<file path="src/sv/pitrl_pkg.sv">
// Shared constants, types and command/status structs for the triangle region lookup.
package pitrl_pkg;

  localparam int MAX_TRIANGLES = 256;
  localparam int COORD_BITS    = 32;
  localparam int REGION_BITS   = 8;

  localparam int IDX_W  = (MAX_TRIANGLES > 1) ? $clog2(MAX_TRIANGLES) : 1;
  localparam int CNT_W  = $clog2(MAX_TRIANGLES + 1);
  localparam int DIFF_W = COORD_BITS + 1;
  localparam int PROD_W = 2 * DIFF_W;

  localparam int ACTION_W   = 2;
  localparam int FIELD_W    = 32;
  localparam int TAG_W      = 8;
  localparam int OUT_REG_W  = 8;
  localparam int IN_TDATA_W = 264;
  localparam int OUT_TDATA_W = 16;

  localparam int OFF_TAG = 0;
  localparam int OFF_AX  = 8;
  localparam int OFF_AY  = 40;
  localparam int OFF_BX  = 72;
  localparam int OFF_BY  = 104;
  localparam int OFF_CX  = 136;
  localparam int OFF_CY  = 168;
  localparam int OFF_PX  = 200;
  localparam int OFF_PY  = 232;

  localparam int ENTRY_W = 6 * COORD_BITS + REGION_BITS;

  localparam logic [ACTION_W-1:0] ACT_APPEND = 2'd0;
  localparam logic [ACTION_W-1:0] ACT_CLEAR  = 2'd1;
  localparam logic [ACTION_W-1:0] ACT_QUERY  = 2'd2;

  typedef logic signed [COORD_BITS-1:0] coord_t;
  typedef logic signed [DIFF_W-1:0]     diff_t;
  typedef logic signed [PROD_W-1:0]     prod_t;
  typedef logic [REGION_BITS-1:0]       region_t;

  typedef struct packed {
    logic             capture;
    logic             full_flag;
    logic             wr_en;
    logic [IDX_W-1:0] wr_idx;
    logic             rd_en;
    logic [IDX_W-1:0] rd_idx;
    logic             load_out;
  } dp_cmd_t;

  typedef struct packed {
    logic found;
    logic busy;
  } dp_sts_t;

endpackage

</file>
<file path="src/sv/pitrl_ctrl.sv">
// Controller: accepts words, keeps the triangle count and sequences the table scan.
module pitrl_ctrl
  import pitrl_pkg::*;
(
  input  logic                clk,
  input  logic                rst_n,
  input  logic                in_tvalid,
  input  logic [ACTION_W-1:0] in_action,
  output logic                in_tready,
  output logic                out_tvalid,
  input  logic                out_tready,
  input  dp_sts_t             sts,
  output dp_cmd_t             cmd
);

  localparam logic [1:0] ST_IDLE  = 2'd0;
  localparam logic [1:0] ST_SCAN  = 2'd1;
  localparam logic [1:0] ST_DRAIN = 2'd2;
  localparam logic [1:0] ST_DONE  = 2'd3;

  logic [1:0]       state_r, state_nxt;
  logic [CNT_W-1:0] count_r, count_nxt;
  logic [IDX_W-1:0] k_r, k_nxt;
  logic             out_valid_r, out_valid_nxt;
  logic             accept;

  assign in_tready  = (state_r == ST_IDLE);
  assign accept     = in_tvalid && in_tready;
  assign out_tvalid = out_valid_r;

  always_comb begin
    state_nxt     = state_r;
    count_nxt     = count_r;
    k_nxt         = k_r;
    out_valid_nxt = out_valid_r && !out_tready;
    cmd           = '0;
    cmd.wr_idx    = count_r[IDX_W-1:0];
    cmd.rd_idx    = k_r;
    case (state_r)
      ST_IDLE: begin
        if (accept) begin
          cmd.capture = 1'b1;
          state_nxt   = ST_DONE;
          case (in_action)
            ACT_APPEND: begin
              if (count_r == CNT_W'(MAX_TRIANGLES)) begin
                cmd.full_flag = 1'b1;
              end else begin
                cmd.wr_en = 1'b1;
                count_nxt = count_r + CNT_W'(1);
              end
            end
            ACT_CLEAR: begin
              count_nxt = '0;
            end
            ACT_QUERY: begin
              if (count_r != '0) begin
                k_nxt     = '0;
                state_nxt = ST_SCAN;
              end
            end
            default: begin
              state_nxt = ST_DONE;
            end
          endcase
        end
      end
      ST_SCAN: begin
        if (sts.found) begin
          state_nxt = ST_DRAIN;
        end else begin
          cmd.rd_en = 1'b1;
          if (CNT_W'(k_r) + CNT_W'(1) == count_r) begin
            state_nxt = ST_DRAIN;
          end else begin
            k_nxt = k_r + IDX_W'(1);
          end
        end
      end
      ST_DRAIN: begin
        if (!sts.busy) begin
          state_nxt = ST_DONE;
        end
      end
      ST_DONE: begin
        if (!out_valid_r || out_tready) begin
          cmd.load_out  = 1'b1;
          out_valid_nxt = 1'b1;
          state_nxt     = ST_IDLE;
        end
      end
      default: begin
        state_nxt = ST_IDLE;
      end
    endcase
  end

  always_ff @(posedge clk) begin
    if (!rst_n) begin
      state_r     <= ST_IDLE;
      count_r     <= '0;
      k_r         <= '0;
      out_valid_r <= 1'b0;
    end else begin
      state_r     <= state_nxt;
      count_r     <= count_nxt;
      k_r         <= k_nxt;
      out_valid_r <= out_valid_nxt;
    end
  end

endmodule

</file>
<file path="config.mk">
export PLATFORM = sky130hd
export DESIGN_NAME = pitrl_ctrl
export DESIGN_NICKNAME = d
export VERILOG_FILES = /design/src/sv/pitrl_pkg.sv /design/src/sv/pitrl_ctrl.sv
export SDC_FILE = /design/constraint.sdc
export NUM_CORES = 1
export LEC_CHECK = 0
export BUFFER_PORTS_ARGS = -buffer_cell sky130_fd_sc_hd__buf_2
export CAP_MARGIN = 40
export CORE_ASPECT_RATIO = 2
export CORE_UTILIZATION = 54
export DETAILED_ROUTE_END_ITERATION = 7
export MAX_ROUTING_LAYER = met4
export PLACE_DENSITY = 0.79
export SETUP_SLACK_MARGIN = 0.02
export SYNTH_ARGS = -nofsm -noshare
export SYNTH_HDL_FRONTEND = slang
export SYNTH_SLANG_ARGS = --single-unit
export TNS_END_PERCENT = 20
</file>
<file path="constraint.sdc">
create_clock -name clk -period 3.1 [get_ports clk]
set_clock_uncertainty 0.05 [all_clocks]
set_input_delay 0.465 -clock clk [delete_from_list [all_inputs] [get_ports clk]]
set_output_delay 0.465 -clock clk [all_outputs]
set_load 0.01 [all_outputs]
</file>
* After elaboration in Yosys (flattened, before gate mapping)
Cells that the tools add are included. W data, S select, Z words.
Cells by class: add/sub/neg operators 3, $mul 0, div/mod/pow operators 0, order comparisons 0, eq/ne operators 16, shifts and indexed selects 0, muxes and demuxes 27, bitwise operators 0, reduce and logical (&&, ||, !) cells 13
Operators with widths (count):
- $mux W8 | 5
- $pmux W9 S2 | 1
- $mux W2 | 8
- $pmux W8 S2 | 1
- $ne A2 B2 Y1 const B | 5
- $add A8 B1 Y9 const B | 1
- $add A9 B1 Y9 const B | 1
- $eq A9 B9 Y1 | 1
- $eq A9 B9 Y1 const B | 1
- $mux W9 | 1
- $reduce_bool A9 Y1 | 1
- $add A8 B1 Y8 const B | 1
- $mux W1 | 8
- $pmux W2 S4 | 1
- $reduce_and A4 Y1 | 2
- $eq A2 B2 Y1 const B | 3
- $mux W3 | 2
- $ne A2 B1 Y1 const B | 3
- $reduce_and A6 Y1 | 1
- $eq A2 B1 Y1 const B | 2
- $logic_not A2 Y1 | 2
- $reduce_bool A2 Y1 | 2
- $ne A3 B3 Y1 const B | 1
- $logic_and A1 B1 Y1 | 2
- other kinds (2) | 3
Storage, ports and cells: flip-flop bits (word level) 20, latch bits 0, RAM bits 0, memory bits (read-only) 0, input bits 8, output and inout port bits 23, memories 0

* Longest topological paths before layout
depth after elaboration 5, mapped depth 8, mapped depth without buffers 8

* Worst setup path before layout
No wires, ideal clock.
kind reg-to-reg, from reg k_r[3], to reg k_r[1], library setup time 0.062 ns, arrival time 2.170 ns, required time 2.988 ns, path slack 0.818 ns, cell stages (with the launch flop) 9, buffers on the path 2, period minus slack after synthesis 2.282 ns, cells stage by stage dfxtp_1 > buf_6 > nand4_2 > or2_1 > o311a_1 > o221a_4 > buf_6 > or4_1 > nand3_1
On the way: longest elaborated chain between the ends 4
Ends and longest elaborated chain:
- start: declaration | RTL line pitrl_ctrl.sv:23 | logic [IDX_W-1:0] k_r, k_nxt;
- start signal: assignment | RTL line pitrl_ctrl.sv:107 | k_r <= k_nxt;
- $add A8 B1 Y9 | RTL line pitrl_ctrl.sv:73 | if (CNT_W'(k_r) + CNT_W'(1) == count_r) begin
- $eq A9 B9 Y1 | RTL line pitrl_ctrl.sv:73
- $ne A2 B2 Y1 (no line)
- $reduce_and A6 Y1 (no line)
No other way between the ends. A chain may end at the register's enable or synchronous reset.

* Worst setup path after layout
from reg count_r[0], to reg k_r[6]
On the way: longest elaborated chain between the ends 3, elaborated cells on any way between the ends 5
Ends and longest elaborated chain:
- start: declaration | RTL line pitrl_ctrl.sv:22 | logic [CNT_W-1:0] count_r, count_nxt;
- start signal: assignment | RTL line pitrl_ctrl.sv:106 | count_r <= count_nxt;
- $eq A9 B9 Y1 or $reduce_bool A9 Y1 (tied branches) | RTL line pitrl_ctrl.sv:73, pitrl_ctrl.sv:57
- $ne A2 B2 Y1 (no line) or $ne A2 B1 Y1 (tied branches)
- $reduce_and A6 Y1 (no line) *
Every way passes the cells marked *; elsewhere a longest branch is shown, timed or not.

==> flow_summary.toml <==
[hold_path]
hold_path_startpoint = "out_tready"
hp-class = "primary input to flip-flop"
min_path_cells = 4
hold_end = "out_tvalid"

[finish]
nNetsFinal = 221
area_delta_synth_final_pct = 7.185
nFillCells = 247
n_antenna_cell = 0
multiInputGateArea_um2 = 929.6
ff_latch_area_um2 = 400.4
fin_cells = 232
drive_gt1_share_pct = 17.65

[routing]
drtIter0Drc = 55
viasPerCell = 6.151
ant_nets = 0
post-route-drc-count = 0
num_vias = 1427
wl_per_cell_um = 15.13
routed_wl_um = 3510
first_pass_iters = 4

[synthesis]
netlist.area_leader.share_pct = 26.73
async_reset_ff_share_pct = 0
syn_area_um2 = 1498
syn-num-nets = 205
syn_inst = 190
synth_ff_type = "dfxtp_1"
synth_commonest_cells = "dfxtp_1, nand2_1, nor2_1, inv_1, nand3_1"
synth_seq_cells = 20
ys_seq_area_share_pct = 26.73
synth.most_common_cell = "dfxtp_1"
synth_edf_count = 0
synth_cell_type_count = 46
synth_top_cells_by_area = "dfxtp_1, ha_1, xnor2_1"
synth_warnings = 0
avgSynthCellArea_um2 = 7.883
yosys.area.top_type = "dfxtp_1"

[pwr]
p_seq_share_pct = 42.4
power.internal_uw = 441.6
netSwitchingFraction_pct = 34.94
ir_worst_vdd_v = 0.0003967
power.switching_uw = 237.2
p_per_area_nw_per_um2 = 422.8
p_leak_nw = 0.6511
power_frac_clock_pct = 25.8
combPwrFrac_pct = 31.8

[placement]
io_buffers = 30
place_congestion = 0.7980
placed_cells = 229
hpwl_um = 2675

[clocking]
cts_sinks = 20
cts_hold_buf = 0
root_buffer = "clkbuf_8"
cts_setup_buffers = 0
cts_made_buffers = 3
cts_tree = "yes"
ctsResizeCount = 0
ctsHtreeMaxLevel = 1
path_clk_slew_ps = 80
clk_path_buf_depth = 2
insertion_delay_ps = 270

[setup_path]
crit_type = "flip-flop to flip-flop"
crit_fanout = 11
end_kind = "flip-flop"
critPathRequiredTime_ps = 3180
arrival_ps = 2830
cp-start-kind = "flip-flop"
regToRegSetupSlack_ps = 350
worstReg2RegStart = "count_r[0]"
reg2reg_depth = 8
timing.rr.end = "k_r[6]"

[global_routing]
grt_overflow_total = 0
grt_max_degree = 18
antenna_found_initial = 0
grt_first_pass_wirelength_um = 5913
grt_pass1_vias = 1343
grtUsageTotal_pct = 27.55

[sta]
tns_ps = 0
tightest_slew_ps = 787.5
maxSlewHeadroom_pct = 47.50
setup_violations = 0
timing_hold_violations_final = 0
finalMaxSlewViolations = 0
rsz0062_at_grt = "false"
period_needed_ps = 2748
fmax_ghz = 0.3640
period_share_pct = 88.63
whs_ps = 444.9

[die]
die-area_um2 = 3001
die_w_um = 39.24
die_h_um = 76.48
num_rows = 26
core_area_um2 = 2603
start_util_pct = 57.55
num_io_pins = 31

[job]
cap_viol_max_count = 0

[run_status]
status = "finished clean"
==> cell usage in the layout, fill, tap and decap left out, types with 4 or more instances in the layout <==
master and n:
ha_1 7, nor2b_1 6, a31oi_1 7, dfxtp_1 20, o311ai_0 5, buf_2 30, inv_1 12, or4_1 8
xor2_1 6, nand3_1 9, nand2_1 18, o21ai_0 4, xnor2_1 8, nor3_1 4, nor2_1 15
==> worst max path at each step <==
stage	from	end	slack [ps]	cells past startpoint
after floorplan	k_r[3]	k_r[1]	820	8
after global placement	count_r[0]	k_r[6]	420	8
after detailed placement	count_r[0]	k_r[5]	450	8
after CTS	count_r[0]	k_r[6]	400	8
after global routing	count_r[0]	k_r[6]	190	8
final	count_r[0]	k_r[6]	350	8
==> flip-flops by register name (all words and copies together), names as in the netlist <==
name        count
count_r         9
k_r             8
state_r         2
out_tvalid      1
==> logic make-up (layout without fill, tap and decap cells) <==
logic type,after synthesis,in the layout,synth area share (%)
buffers and inverters,32,46,11.19
multiplexers,2,2,1.337
flip-flops,20,20,26.73
AND/OR/NAND/NOR,79,79,28.57
AO/OA/AOI/OAI,36,36,18.13
XOR/XNOR,14,14,8.187
adder cells (fa/ha/maj),7,7,5.848
==> per-stage QoR <==
stage | power, mW | cell area (µm²) | setup slack (ps) | utilization (%)
2_1_floorplan | 0.4541 | 1498 | 817.8 | -
3_3_place_gp | 0.5002 | 1564 | 416.3 | 60.10
3_5_place_dp | 0.5096 | 1564 | 451.0 | 60.10
4_1_cts | 0.6825 | 1605 | 395.2 | 61.68
5_1_grt | 0.7151 | 1605 | 189.3 | 61.68
6_report | 0.6787 | 1605 | 352.4 | 61.68
==> power by group through the flow <==
stage               logic (mW)  clock network, mW  registers, mW
finish                   0.216              0.175          0.288
global route             0.241              0.184          0.290
CTS                      0.216              0.178          0.288
detailed placement       0.215                  0          0.294
global placement         0.207                  0          0.293
floorplan                0.162                  0          0.292
==> area by class of cell <==
| type | count | area share [%] |
|---|---|---|
| clock buffer | 3 | 2.572 |
| inverter | 13 | 3.040 |
| multi-input combinational | 138 | 57.91 |
| sequential | 20 | 24.94 |
| tap | 28 | 2.182 |
| timing repair buffer | 30 | 9.353 |
==> critical path, cell delays in order (launching register included) <==
cell and delay, ps:
dfxtp_1 370, inv_1 110, ha_1 160, nor4b_1 460
a311oi_1 230, a21oi_1 680, nand2b_1 320, or4_1 150
a31oi_1 80
==> layer usage <==
layer	share of wire [%]	vias up	wire length, µm	global-route usage [%]
met3	2.9	7	103	2.332
met1	38	687	1340	29.15
met2	57	33	1988	48.00
li1	-	700	-	-
met5	0	-	0	-
met4	2.2	0	78	12.07
No activity file was read; power rests on OpenSTA's default activity.
